--- src/hdl/pcfd_pkg.sv ---
// ----------------------------------------------------------------------------
// pcfd_pkg: shared types and constants of the filtered-derivative pid block
// register indexes, datapath widths and the sequencer state codes
// ----------------------------------------------------------------------------
package pcfd_pkg;

	// configuration register indexes
	localparam logic [2:0] REG_PROP_GAIN   = 3'd0;
	localparam logic [2:0] REG_INTEG_GAIN  = 3'd1;
	localparam logic [2:0] REG_DERIV_GAIN  = 3'd2;
	localparam logic [2:0] REG_INTEG_LIMIT = 3'd3;
	localparam logic [2:0] REG_OUT_LIMIT   = 3'd4;
	localparam logic [2:0] REG_FILT_COEF   = 3'd5;

	localparam int GAIN_W  = 16;
	localparam int LIMIT_W = 15;
	localparam int COEF_W  = 17;
	localparam int SAMP_W  = 16;
	localparam int ERR_W   = 17;
	localparam int ACC_W   = 32;
	localparam int DER_W   = 24;
	localparam int MUL_A_W = 18;
	localparam int MUL_B_W = 34;
	localparam int PROD_W  = MUL_A_W + MUL_B_W;
	localparam int SUM_W   = 36;
	localparam int QUO_W   = LIMIT_W + 8;

	localparam logic [COEF_W-1:0] COEF_ONE = 17'h10000;

	// sequencer states, one-hot
	typedef enum logic [9:0] {
		ST_IDLE = 10'b00_0000_0001,
		ST_ACC  = 10'b00_0000_0010,
		ST_MULI = 10'b00_0000_0100,
		ST_CHKI = 10'b00_0000_1000,
		ST_DIV  = 10'b00_0001_0000,
		ST_MULD = 10'b00_0010_0000,
		ST_MULK = 10'b00_0100_0000,
		ST_MULF = 10'b00_1000_0000,
		ST_DSUM = 10'b01_0000_0000,
		ST_FIN  = 10'b10_0000_0000
	} state_t;

endpackage

--- src/hdl/pid_controller_filtered_derivative.sv ---
// ----------------------------------------------------------------------------
// pid_controller_filtered_derivative: pid controller with anti-windup
// one drive beat per sample beat, integral clamp and low-pass derivative
// ----------------------------------------------------------------------------
// Each input beat (setpoint, measurement) yields one drive beat. The work runs
// on one shared 18x34 signed multiplier under a small sequencer; the filter
// steps are skipped when the derivative gain is zero, and when the integral
// term clamps the accumulator is rewritten (limit / gain done by a restoring
// divider, one quotient bit per cycle). s_axis_tready is high only while the
// sequencer is idle, so the next sample is taken in the cycle after the output
// register is loaded at the earliest. A finished drive beat sits in the output
// register, so a new sample is taken while it waits, and the sequencer only
// stalls in its last step if the previous beat has still not been taken.
// Configuration writes are taken at any edge with cfg_we high and are meant
// to happen while the block is idle.
module pid_controller_filtered_derivative (
	input  logic        clk,
	input  logic        arst_n,
	// configuration write port
	input  logic        cfg_we,
	input  logic [2:0]  cfg_index,
	input  logic [16:0] cfg_data,
	// sample stream
	input  logic        s_axis_tvalid,
	output logic        s_axis_tready,
	input  logic [31:0] s_axis_tdata,   // [15:0] setpoint, [31:16] measurement
	// drive stream
	output logic        m_axis_tvalid,
	input  logic        m_axis_tready,
	output logic [15:0] m_axis_tdata    // [15:0] drive
);

	// configuration registers
	logic signed [pcfd_pkg::GAIN_W-1:0]  prop_gain_q;
	logic signed [pcfd_pkg::GAIN_W-1:0]  integ_gain_q;
	logic signed [pcfd_pkg::GAIN_W-1:0]  deriv_gain_q;
	logic        [pcfd_pkg::LIMIT_W-1:0] integ_limit_q;
	logic        [pcfd_pkg::LIMIT_W-1:0] output_limit_q;
	logic        [pcfd_pkg::COEF_W-1:0]  filt_coef_q;

	// controller state
	logic signed [pcfd_pkg::ACC_W-1:0] acc_q;
	logic signed [pcfd_pkg::ERR_W-1:0] prev_err_q;
	logic signed [pcfd_pkg::DER_W-1:0] prev_der_q;

	// working registers
	pcfd_pkg::state_t                   state_q;
	logic signed [pcfd_pkg::ERR_W-1:0]  err_q;
	logic signed [pcfd_pkg::PROD_W-1:0] prod_q;
	logic signed [pcfd_pkg::PROD_W-1:0] filt_q;
	logic signed [pcfd_pkg::SUM_W-1:0]  sum_q;
	logic        [pcfd_pkg::QUO_W-1:0]  dvd_q;    // dividend, becomes quotient
	logic        [pcfd_pkg::COEF_W-1:0] rem_q;
	logic        [pcfd_pkg::COEF_W-1:0] dvsr_q;
	logic                               neg_q;
	logic        [4:0]                  div_cnt_q;

	// output register
	logic                              out_valid_q;
	logic signed [pcfd_pkg::SAMP_W-1:0] drive_q;

	// ------------------------------------------------------------------
	// configuration writes
	// ------------------------------------------------------------------
	always_ff @(posedge clk or negedge arst_n) begin
		if (!arst_n) begin
			prop_gain_q    <= '0;
			integ_gain_q   <= '0;
			deriv_gain_q   <= '0;
			integ_limit_q  <= '0;
			output_limit_q <= '0;
			filt_coef_q    <= pcfd_pkg::COEF_ONE;
		end else if (cfg_we) begin
			case (cfg_index)
				pcfd_pkg::REG_PROP_GAIN:   prop_gain_q    <= cfg_data[15:0];
				pcfd_pkg::REG_INTEG_GAIN:  integ_gain_q   <= cfg_data[15:0];
				pcfd_pkg::REG_DERIV_GAIN:  deriv_gain_q   <= cfg_data[15:0];
				pcfd_pkg::REG_INTEG_LIMIT: integ_limit_q  <= cfg_data[14:0];
				pcfd_pkg::REG_OUT_LIMIT:   output_limit_q <= cfg_data[14:0];
				pcfd_pkg::REG_FILT_COEF:   filt_coef_q    <= cfg_data;
				default: ;
			endcase
		end
	end

	// ------------------------------------------------------------------
	// datapath helpers
	// ------------------------------------------------------------------
	logic signed [pcfd_pkg::SAMP_W-1:0] setpoint, measurement;
	assign setpoint    = s_axis_tdata[15:0];
	assign measurement = s_axis_tdata[31:16];

	// filter weight, above one acts as one
	logic [pcfd_pkg::COEF_W-1:0] k_clamped, k_inv;
	assign k_clamped = (filt_coef_q > pcfd_pkg::COEF_ONE) ? pcfd_pkg::COEF_ONE : filt_coef_q;
	assign k_inv     = pcfd_pkg::COEF_ONE - k_clamped;

	// error change for the derivative
	logic signed [pcfd_pkg::ERR_W:0] err_diff;
	assign err_diff = {err_q[pcfd_pkg::ERR_W-1], err_q}
		- {prev_err_q[pcfd_pkg::ERR_W-1], prev_err_q};

	// shared multiplier, operands picked by the sequencer
	logic signed [pcfd_pkg::MUL_A_W-1:0] mul_a;
	logic signed [pcfd_pkg::MUL_B_W-1:0] mul_b;
	logic signed [pcfd_pkg::PROD_W-1:0]  mul_p;

	always_comb begin
		mul_a = '0;
		mul_b = '0;
		case (state_q)
			pcfd_pkg::ST_ACC: begin
				mul_a = pcfd_pkg::MUL_A_W'(prop_gain_q);
				mul_b = pcfd_pkg::MUL_B_W'(err_q);
			end
			pcfd_pkg::ST_MULI: begin
				mul_a = pcfd_pkg::MUL_A_W'(integ_gain_q);
				mul_b = pcfd_pkg::MUL_B_W'(acc_q);
			end
			pcfd_pkg::ST_MULD: begin
				mul_a = pcfd_pkg::MUL_A_W'(deriv_gain_q);
				mul_b = pcfd_pkg::MUL_B_W'(err_diff);
			end
			pcfd_pkg::ST_MULK: begin
				mul_a = {1'b0, k_clamped};
				mul_b = prod_q[pcfd_pkg::MUL_B_W-1:0];   // raw derivative
			end
			pcfd_pkg::ST_MULF: begin
				mul_a = {1'b0, k_inv};
				mul_b = pcfd_pkg::MUL_B_W'(prev_der_q);
			end
			default: ;
		endcase
	end

	assign mul_p = mul_a * mul_b;

	// accumulator update, saturated to 32 bits
	logic signed [pcfd_pkg::ACC_W:0]   acc_sum;
	logic signed [pcfd_pkg::ACC_W-1:0] acc_sat;
	assign acc_sum = {acc_q[pcfd_pkg::ACC_W-1], acc_q} + (pcfd_pkg::ACC_W+1)'(err_q);
	always_comb begin
		if (acc_sum[pcfd_pkg::ACC_W] != acc_sum[pcfd_pkg::ACC_W-1])
			acc_sat = acc_sum[pcfd_pkg::ACC_W] ? {1'b1, {(pcfd_pkg::ACC_W-1){1'b0}}}
				: {1'b0, {(pcfd_pkg::ACC_W-1){1'b1}}};
		else
			acc_sat = acc_sum[pcfd_pkg::ACC_W-1:0];
	end

	// integral limit in q.8
	logic signed [pcfd_pkg::PROD_W-1:0] ilim_pos, ilim_neg;
	assign ilim_pos = {{(pcfd_pkg::PROD_W-pcfd_pkg::QUO_W){1'b0}}, integ_limit_q, 8'h00};
	assign ilim_neg = -ilim_pos;

	// divisor magnitude of the integral gain
	logic signed [pcfd_pkg::COEF_W-1:0] igain_ext;
	logic        [pcfd_pkg::COEF_W-1:0] igain_abs;
	assign igain_ext = pcfd_pkg::COEF_W'(integ_gain_q);
	assign igain_abs = igain_ext[pcfd_pkg::COEF_W-1] ? -igain_ext : igain_ext;

	// restoring divide step
	logic [pcfd_pkg::COEF_W-1:0] rem_sh, rem_nx;
	logic                        fits;
	logic [pcfd_pkg::QUO_W-1:0]  dvd_nx;
	logic signed [pcfd_pkg::ACC_W-1:0] quo_ext;
	assign rem_sh  = {rem_q[pcfd_pkg::COEF_W-2:0], dvd_q[pcfd_pkg::QUO_W-1]};
	assign fits    = rem_sh >= dvsr_q;
	assign rem_nx  = fits ? rem_sh - dvsr_q : rem_sh;
	assign dvd_nx  = {dvd_q[pcfd_pkg::QUO_W-2:0], fits};
	assign quo_ext = {{(pcfd_pkg::ACC_W-pcfd_pkg::QUO_W){1'b0}}, dvd_nx};

	// filtered derivative: floor of the weighted sum over 65536, saturated
	logic signed [pcfd_pkg::PROD_W-1:0] der_sum;
	logic signed [pcfd_pkg::PROD_W-17:0] der_flr;
	logic signed [pcfd_pkg::DER_W-1:0]  der_sat;
	localparam logic signed [pcfd_pkg::PROD_W-17:0] DER_MAX =
		(pcfd_pkg::PROD_W-16)'({1'b0, {(pcfd_pkg::DER_W-1){1'b1}}});
	localparam logic signed [pcfd_pkg::PROD_W-17:0] DER_MIN = -DER_MAX - 1;
	assign der_sum = filt_q + prod_q;
	assign der_flr = der_sum[pcfd_pkg::PROD_W-1:16];
	always_comb begin
		if (der_flr > DER_MAX)
			der_sat = DER_MAX[pcfd_pkg::DER_W-1:0];
		else if (der_flr < DER_MIN)
			der_sat = DER_MIN[pcfd_pkg::DER_W-1:0];
		else
			der_sat = der_flr[pcfd_pkg::DER_W-1:0];
	end

	// rounding half up to output units and clamp
	logic signed [pcfd_pkg::SUM_W-1:0] sum_rnd;
	logic signed [pcfd_pkg::SUM_W-9:0] drv_full, olim_pos, olim_neg;
	logic signed [pcfd_pkg::SAMP_W-1:0] drv_clamped;
	assign sum_rnd  = sum_q + pcfd_pkg::SUM_W'(128);
	assign drv_full = sum_rnd[pcfd_pkg::SUM_W-1:8];
	assign olim_pos = (pcfd_pkg::SUM_W-8)'(output_limit_q);
	assign olim_neg = -olim_pos;
	always_comb begin
		if (drv_full > olim_pos)
			drv_clamped = olim_pos[pcfd_pkg::SAMP_W-1:0];
		else if (drv_full < olim_neg)
			drv_clamped = olim_neg[pcfd_pkg::SAMP_W-1:0];
		else
			drv_clamped = drv_full[pcfd_pkg::SAMP_W-1:0];
	end

	logic out_free;
	assign out_free = !out_valid_q || m_axis_tready;

	// ------------------------------------------------------------------
	// sequencer
	// ------------------------------------------------------------------
	always_ff @(posedge clk or negedge arst_n) begin
		if (!arst_n) begin
			state_q     <= pcfd_pkg::ST_IDLE;
			acc_q       <= '0;
			prev_err_q  <= '0;
			prev_der_q  <= '0;
			out_valid_q <= 1'b0;
			div_cnt_q   <= '0;
		end else begin
			// a new drive beat replaces one being taken in the same cycle
			if (state_q == pcfd_pkg::ST_FIN && out_free)
				out_valid_q <= 1'b1;
			else if (out_valid_q && m_axis_tready)
				out_valid_q <= 1'b0;

			case (state_q)
				pcfd_pkg::ST_IDLE: begin
					if (s_axis_tvalid)
						state_q <= pcfd_pkg::ST_ACC;
				end
				pcfd_pkg::ST_ACC: begin
					acc_q   <= acc_sat;
					state_q <= pcfd_pkg::ST_MULI;      // prop product in flight
				end
				pcfd_pkg::ST_MULI: begin
					state_q <= pcfd_pkg::ST_CHKI;      // integral product in flight
				end
				pcfd_pkg::ST_CHKI: begin
					// clamp: rewrite the accumulator through the divider
					if (integ_gain_q != '0 && (prod_q > ilim_pos || prod_q < ilim_neg)) begin
						div_cnt_q <= '0;
						state_q   <= pcfd_pkg::ST_DIV;
					end else begin
						state_q <= pcfd_pkg::ST_MULD;
					end
				end
				pcfd_pkg::ST_DIV: begin
					div_cnt_q <= div_cnt_q + 5'd1;
					if (div_cnt_q == 5'(pcfd_pkg::QUO_W - 1)) begin
						acc_q   <= neg_q ? -quo_ext : quo_ext;
						state_q <= pcfd_pkg::ST_MULD;
					end
				end
				pcfd_pkg::ST_MULD: begin
					// zero gain: derivative term off, filter memory held
					state_q <= (deriv_gain_q == '0) ? pcfd_pkg::ST_FIN : pcfd_pkg::ST_MULK;
				end
				pcfd_pkg::ST_MULK: state_q <= pcfd_pkg::ST_MULF;
				pcfd_pkg::ST_MULF: state_q <= pcfd_pkg::ST_DSUM;
				pcfd_pkg::ST_DSUM: begin
					prev_der_q <= der_sat;
					state_q    <= pcfd_pkg::ST_FIN;
				end
				pcfd_pkg::ST_FIN: begin
					if (out_free) begin
						prev_err_q <= err_q;
						state_q    <= pcfd_pkg::ST_IDLE;
					end
				end
				default: state_q <= pcfd_pkg::ST_IDLE;
			endcase
		end
	end

	// payload registers of the datapath
	always_ff @(posedge clk) begin
		prod_q <= mul_p;
		case (state_q)
			pcfd_pkg::ST_IDLE: begin
				err_q <= pcfd_pkg::ERR_W'(setpoint) - pcfd_pkg::ERR_W'(measurement);
			end
			pcfd_pkg::ST_MULI: begin
				sum_q <= prod_q[pcfd_pkg::SUM_W-1:0];     // proportional term
			end
			pcfd_pkg::ST_CHKI: begin
				dvd_q  <= {integ_limit_q, 8'h00};
				rem_q  <= '0;
				dvsr_q <= igain_abs;
				if (integ_gain_q != '0) begin
					if (prod_q > ilim_pos) begin
						sum_q <= sum_q + ilim_pos[pcfd_pkg::SUM_W-1:0];
						neg_q <= integ_gain_q[pcfd_pkg::GAIN_W-1];
					end else if (prod_q < ilim_neg) begin
						sum_q <= sum_q + ilim_neg[pcfd_pkg::SUM_W-1:0];
						neg_q <= !integ_gain_q[pcfd_pkg::GAIN_W-1];
					end else begin
						sum_q <= sum_q + prod_q[pcfd_pkg::SUM_W-1:0];
					end
				end
			end
			pcfd_pkg::ST_DIV: begin
				rem_q <= rem_nx;
				dvd_q <= dvd_nx;
			end
			pcfd_pkg::ST_MULF: begin
				filt_q <= prod_q;                          // k * raw
			end
			pcfd_pkg::ST_DSUM: begin
				sum_q <= sum_q + pcfd_pkg::SUM_W'(der_sat);
			end
			pcfd_pkg::ST_FIN: begin
				if (out_free)
					drive_q <= drv_clamped;
			end
			default: ;
		endcase
	end

	assign s_axis_tready = (state_q == pcfd_pkg::ST_IDLE);
	assign m_axis_tvalid = out_valid_q;
	assign m_axis_tdata  = drive_q;

endmodule

--- config.mk ---
export PLATFORM = sky130hd
export DESIGN_NAME = pid_controller_filtered_derivative
export DESIGN_NICKNAME = d
export VERILOG_FILES = /design/src/hdl/pcfd_pkg.sv /design/src/hdl/pid_controller_filtered_derivative.sv
export SDC_FILE = /design/constraint.sdc
export NUM_CORES = 2
export LEC_CHECK = 0
export BUFFER_PORTS_ARGS = -buffer_cell sky130_fd_sc_hd__buf_4
export CORE_MARGIN = 1
export CORE_UTILIZATION = 70
export DETAILED_ROUTE_END_ITERATION = 12
export PLACE_DENSITY = 0.87
export SETUP_SLACK_MARGIN = 0.1
export SLEW_MARGIN = 20
export SYNTH_ARGS = -nofsm -noshare
export SYNTH_HDL_FRONTEND = slang
export SYNTH_SLANG_ARGS = --single-unit
--- constraint.sdc ---
create_clock -name clk -period 22.8 [get_ports clk]
set_input_delay 2.28 -clock clk [delete_from_list [all_inputs] [get_ports clk]]
set_output_delay 2.28 -clock clk [all_outputs]
set_load 0.005 [all_outputs]
* Word level (Yosys, flattened, before mapping)
Index checks and enable logic that the tools add are counted.
** Operators by class
- Magnitude comparators :: 8
- Reduce and logical (&&, ||, !) cells :: 27
- Multiplexer cells :: 32
- $add $sub $neg :: 16
- $mul :: 1
- Equal/unequal tests :: 22
** Operators by type and width (number)
- $pmux W34 S5 :: 1
- $mux W32 :: 4
- $mux W36 :: 3
- $pmux W36 S3 :: 1
- $pmux W10 S10 :: 1
- $pmux W18 S5 :: 1
- $add A36 B36 Y36 :: 2
- $pmux W32 S2 :: 1
- $add A52 B52 Y52 :: 1
- $gt A52 B24 Y1 :: 1
- $lt A52 B52 Y1 :: 1
- $mul A18 B34 Y52 :: 1
- $neg A23 Y52 :: 1
- $mux W24 :: 2
- $pmux W23 S2 :: 1
- $mux W10 :: 4
- $add A36 B23 Y36 :: 1
- $add A36 B24 Y36 :: 1
- $add A36 B9 Y36 const B :: 1
- $gt A36 B24 Y1 const B :: 1
- $lt A36 B24 Y1 const B :: 1
- $add A32 B17 Y33 :: 1
- $mux W16 :: 2
- $neg A23 Y32 :: 1
- 44 further kinds :: 71
** Storage, ports and cells
- Flip-flop bits (word level) :: 414
- Input bits :: 57

* Longest topological paths before layout
- Word-level depth :: 6
- Depth in mapped cells :: 40
- Gate-level depth less buffers :: 40

* Worst setup path after synthesis
Ideal clock, no wire load.
- Path kind :: register to register
- Start point :: reg err_q[0] in the netlist's numbering
- End point :: reg prod_q[51] in the netlist's numbering
- Stages on the path, launching flop included :: 41
- Path slack :: 13.627 ns
- Data arrival time :: 9.053 ns
- Path buffers :: 1
- Library setup time :: 0.120 ns
- Cells stage by stage :: edfxtp_1 inv_1 ha_1 fa_1 nor2b_1 o21ai_0 a21boi_0 o21ai_1 a21oi_1 o21ai_1 a21boi_0 o21ai_1 a21oi_1 nor3_1 o31ai_1 clkbuf_1 nand2_1 fa_1 [5 not listed] fa_1 fa_1 inv_1 fa_1 inv_1 ha_1 a21o_1 a21o_1 a21oi_1 o21ai_0 a311o_1 a31oi_1 o21a_1 o21ai_1 a31o_2 a211oi_1 a21oi_1 xnor2_1
** Between the ends
- Cells in the longest elaborated chain, start to end :: 3
** RTL lines
- from (decl) :: RTL line pid_controller_filtered_derivative.sv:48 : logic signed [pcfd_pkg::ERR_W-1:0] err_q;
- from (signal assigned) :: RTL line pid_controller_filtered_derivative.sv:282 : err_q <= pcfd_pkg::ERR_W'(setpoint) - pcfd_pkg::ERR_W'(measurement);
- $sub A17 B17 Y18 :: RTL line pid_controller_filtered_derivative.sv:101 : - {prev_err_q[pcfd_pkg::ERR_W-1], prev_err_q};
- $pmux W34 S5 (*) :: RTL line pid_controller_filtered_derivative.sv:111 : case (state_q)
- $mul A18 B34 Y52 (*) :: RTL line pid_controller_filtered_derivative.sv:136 : assign mul_p = mul_a * mul_b;
- named net mul_p, one bit :: RTL line pid_controller_filtered_derivative.sv:106 : logic signed [pcfd_pkg::PROD_W-1:0] mul_p;
- to (signal assigned) :: RTL line pid_controller_filtered_derivative.sv:279 : prod_q <= mul_p;
- to (decl) :: RTL line pid_controller_filtered_derivative.sv:49 : logic signed [pcfd_pkg::PROD_W-1:0] prod_q;
The timed path passes the listed nets; every way through them passes the cells marked *.
A chain may end at the register's enable or synchronous reset.

* Worst setup path in the final report
- Start point :: reg state_q[3]
- End point :: reg prod_q[51] in the netlist's numbering
** Between the ends
- Cells in the longest elaborated chain, start to end :: 3
** RTL lines
- from (decl) :: RTL line pid_controller_filtered_derivative.sv:47 : pcfd_pkg::state_t state_q;
- from (signal assigned) :: RTL line pid_controller_filtered_derivative.sv:215 : state_q <= pcfd_pkg::ST_IDLE;
- from (signal assigned) :: RTL line pid_controller_filtered_derivative.sv:231 : state_q <= pcfd_pkg::ST_ACC;
- from (signal assigned) :: RTL line pid_controller_filtered_derivative.sv:235 : state_q <= pcfd_pkg::ST_MULI;
- $eq A10 B8 Y1, or another cell as far along :: RTL line pid_controller_filtered_derivative.sv:111
- $pmux W18 S5 or $pmux W34 S5 (tied branches) :: RTL line pid_controller_filtered_derivative.sv:111
- $mul A18 B34 Y52 (*) :: RTL line pid_controller_filtered_derivative.sv:136
- named net mul_p, one bit :: RTL line pid_controller_filtered_derivative.sv:106
Marked as above.

==> flow_summary.yaml <==
finish:
  multi_input_area_mm2: 0.0381
  drive_gt1_share_pct: 6.66
  stdcell_area_mm2: 0.0566
  layout.area.seq_mm2: 0.0110
  mostFrequentLayoutCells: "890 x inv_1, 755 x nand2_1, 593 x fa_1"
  final_common_cell: "inv_1"
  area.growth.synth_to_final_pct: 6.42
  fillers: 5271
  num-nets-final: 7188
critical_path:
  critPathMaxFanout: 27
  cp.required_ns: 23.24
  crit_slowest_cell: "a31oi_1"
  crit_type: "flip-flop to flip-flop"
  critPathMaxStageDelay_ns: 0.68
  start_kind: "flip-flop"
  endpoint_kind: "flip-flop"
  cp.arrival_ns: 11.55
global_routing:
  met1_usage_pct: 56.9
  grt_antenna_before_repair: 6
  grt_pass1_vias: 47265
  grtUsageTotal_pct: 45.4
  grt_max_degree: 73
  grt_pass1_wl_mm: 267
  gr-usage-met3_pct: 15.5
  grt_busiest_layer: "met2"
  grt_util_met2_pct: 68.2
  overflow: 0
sta:
  post-route-min-period_ns: 11.11
  relSlewSlack_pct: 22.0
  finalSetupTns_ns: 0
  tightestPinTransition_ns: 1.17
  worst_slack_ns: 11.69
  max_freq_mhz: 90.0
  finalHoldViolCount: 0
  clock_skew_ns: 0.0680
  rsz0062_at_grt: "false"
  setup_violations: 0
  fin_crit_sh_pct: 48.7
  slew_viol_final: 0
floorplanning:
  die-area_mm2: 0.0771
  num_io_pins: 75
  initial_utilization_pct: 71.1
  rows: 100
  die_w_um: 278
  coreArea_mm2: 0.0748
  die_height_um: 278
yosys:
  synth_top_area_share_pct: 22.3
  ys_warn_count: 0
  syn-instance-count: 6112
  synthArstFlopShare_pct: 44.4
  ys_top_cells_by_area: "fa_1 22%, ha_1 11%, edfxtp_1 10%"
  ys_seq_area_share_pct: 20.7
  yosysTopAreaCell: "fa_1"
  ys.flop_type: "dfrtp_1"
  ys_seq_elements: 414
  syn-cell-area_mm2: 0.0532
  synth_edf_count: 178
  synth_fp_nets: 7213
  synth_cell_types: 102
  syn_avg_cell_area_um2: 8.70
detailed_routing:
  via_count: 46900
  drc: 0
  drtAntennaViolNets: 0
  drtPass1Iterations: 7
  initialDrtViolationCount: 5254
  drt_wl_total_mm: 174
  wl_per_cell_um: 24.5
  routed_via_density: 6.60
pwr:
  power_density_mw_per_mm2: 93.0
  leakage_uw: 0.0267
  worst_ir_drop_vdd_mv: 0.158
placed_design:
  dp_hpwl_mm: 134
  dpl-instance-area_mm2: 0.0548
  portBuffers: 74
  globalplace.congestion: 1.05
  place_ws_ns: 12.03
clocking:
  cts_sinks: 414
  root_buffer: "clkbuf_16"
  cts_hold_buf: 0
  ctsResizeCount: 0
  clkLatencyLatePin_ns: 0.64
  cts_buffers: 48
  htree_levels: 2
  clock_path_buffers: 3
  cts_setup_buffers: 0
  path_clk_slew_ns: 0.07
  cts_tree: "yes"
run:
  drv_cap: 0
status:
  status: "finished clean"
min_path:
  hold_class: "flip-flop to flip-flop"
worst max-delay path, delay by kind of cell, from the launching register on:
family | cells | cell delay (ns)
adder cells (fa/ha/maj) | 7 | 3.40
AO/OA/AOI/OAI | 13 | 3.36
AND/OR/NAND/NOR | 7 | 2.25
buffers and inverters | 7 | 1.27
flip-flops | 1 | 0.46
XOR/XNOR | 1 | 0.16
cells in the mapped netlist (71+ instances only):
master	number
inv_1	891
nand2_1	755
fa_1	593
nor2_1	489
ha_1	451
a21oi_1	347
o21ai_0	287
xnor2_1	220
clkbuf_1	198
dfrtp_1	182
edfxtp_1	178
a21o_1	147
xor2_1	93
nand3_1	83
nor3_1	83
mux2_2	79
nand4_1	71
sequential cells by signal, indices dropped and copies added (netlist names), 15 cells and up:
register / flops
output_limit_q: 15
integ_limit_q: 15
acc_q: 32
dvd_q: 23
dvsr_q: 17
integ_gain_q: 16
sum_q: 36
deriv_gain_q: 16
prop_gain_q: 16
err_q: 17
prev_der_q: 24
rem_q: 16
prev_err_q: 17
prod_q: 52
filt_q: 52
m_axis_tdata: 16
filt_coef_q: 17
per-stage QoR:
stage               hold WS (ns)  util, %  power (uW)  instances
global route               0.537     75.6        5550       7096
detailed placement         0.497     73.2        4250       7002
CTS                        0.515     75.6        5140       7092
finish                     0.510     75.7        5260       7101
global placement           0.489     73.2        4190       7002
floorplan                  0.450        -        3330       6112
power by group:
group          internal, uW  switching [uW]  leakage [uW]
combinational          1180            2010        0.0215
sequential              930             271       0.00436
clock                   507             363      0.000847
cell families after synthesis:
kind of cell	Yosys count	share of synthesized area [%]
flip-flops	414	20.7
AO/OA/AOI/OAI	1265	15.4
buffers and inverters	1125	8.06
other	1	0.00705
adder cells (fa/ha/maj)	1044	32.9
XOR/XNOR	313	5.15
AND/OR/NAND/NOR	1866	16.0
multiplexers	84	1.79
layout make-up:
class	instances	share of cell area, %
inverters	894	5.93
flip-flops and latches	414	19.4
well taps	969	2.14
diodes	5	0.0221
clock inverters	36	0.829
multi-input cells	4573	67.3
repair buffers	156	2.09
clock buffers	54	2.29
worst paths after layout:
check	cells after the start	to	startpoint	slack [ns]
worst max-delay path	35	prod_q[51]	state_q[3]	11.69
worst min-delay path	1	prop_gain_q[6]	prop_gain_q[6]	0.51
worst max register to register	35	prod_q[51]	state_q[3]	11.69
worst min register to register	1	prop_gain_q[6]	prop_gain_q[6]	0.51
max in group asynchronous	3	prev_der_q[14]	arst_n	19.02
min in group asynchronous	1	div_cnt_q[1]	arst_n	1.59
per-layer routing:
| layer | routed length [um] | vias up |
|---|---|---|
| met3 | 25000 | 782 |
| met2 | 74700 | 3132 |
| met4 | 12400 | 4 |
| li1 | - | 20410 |
| met5 | 20 | - |
| met1 | 62100 | 22572 |
Note: power is estimated with default switching activity, not from simulation.
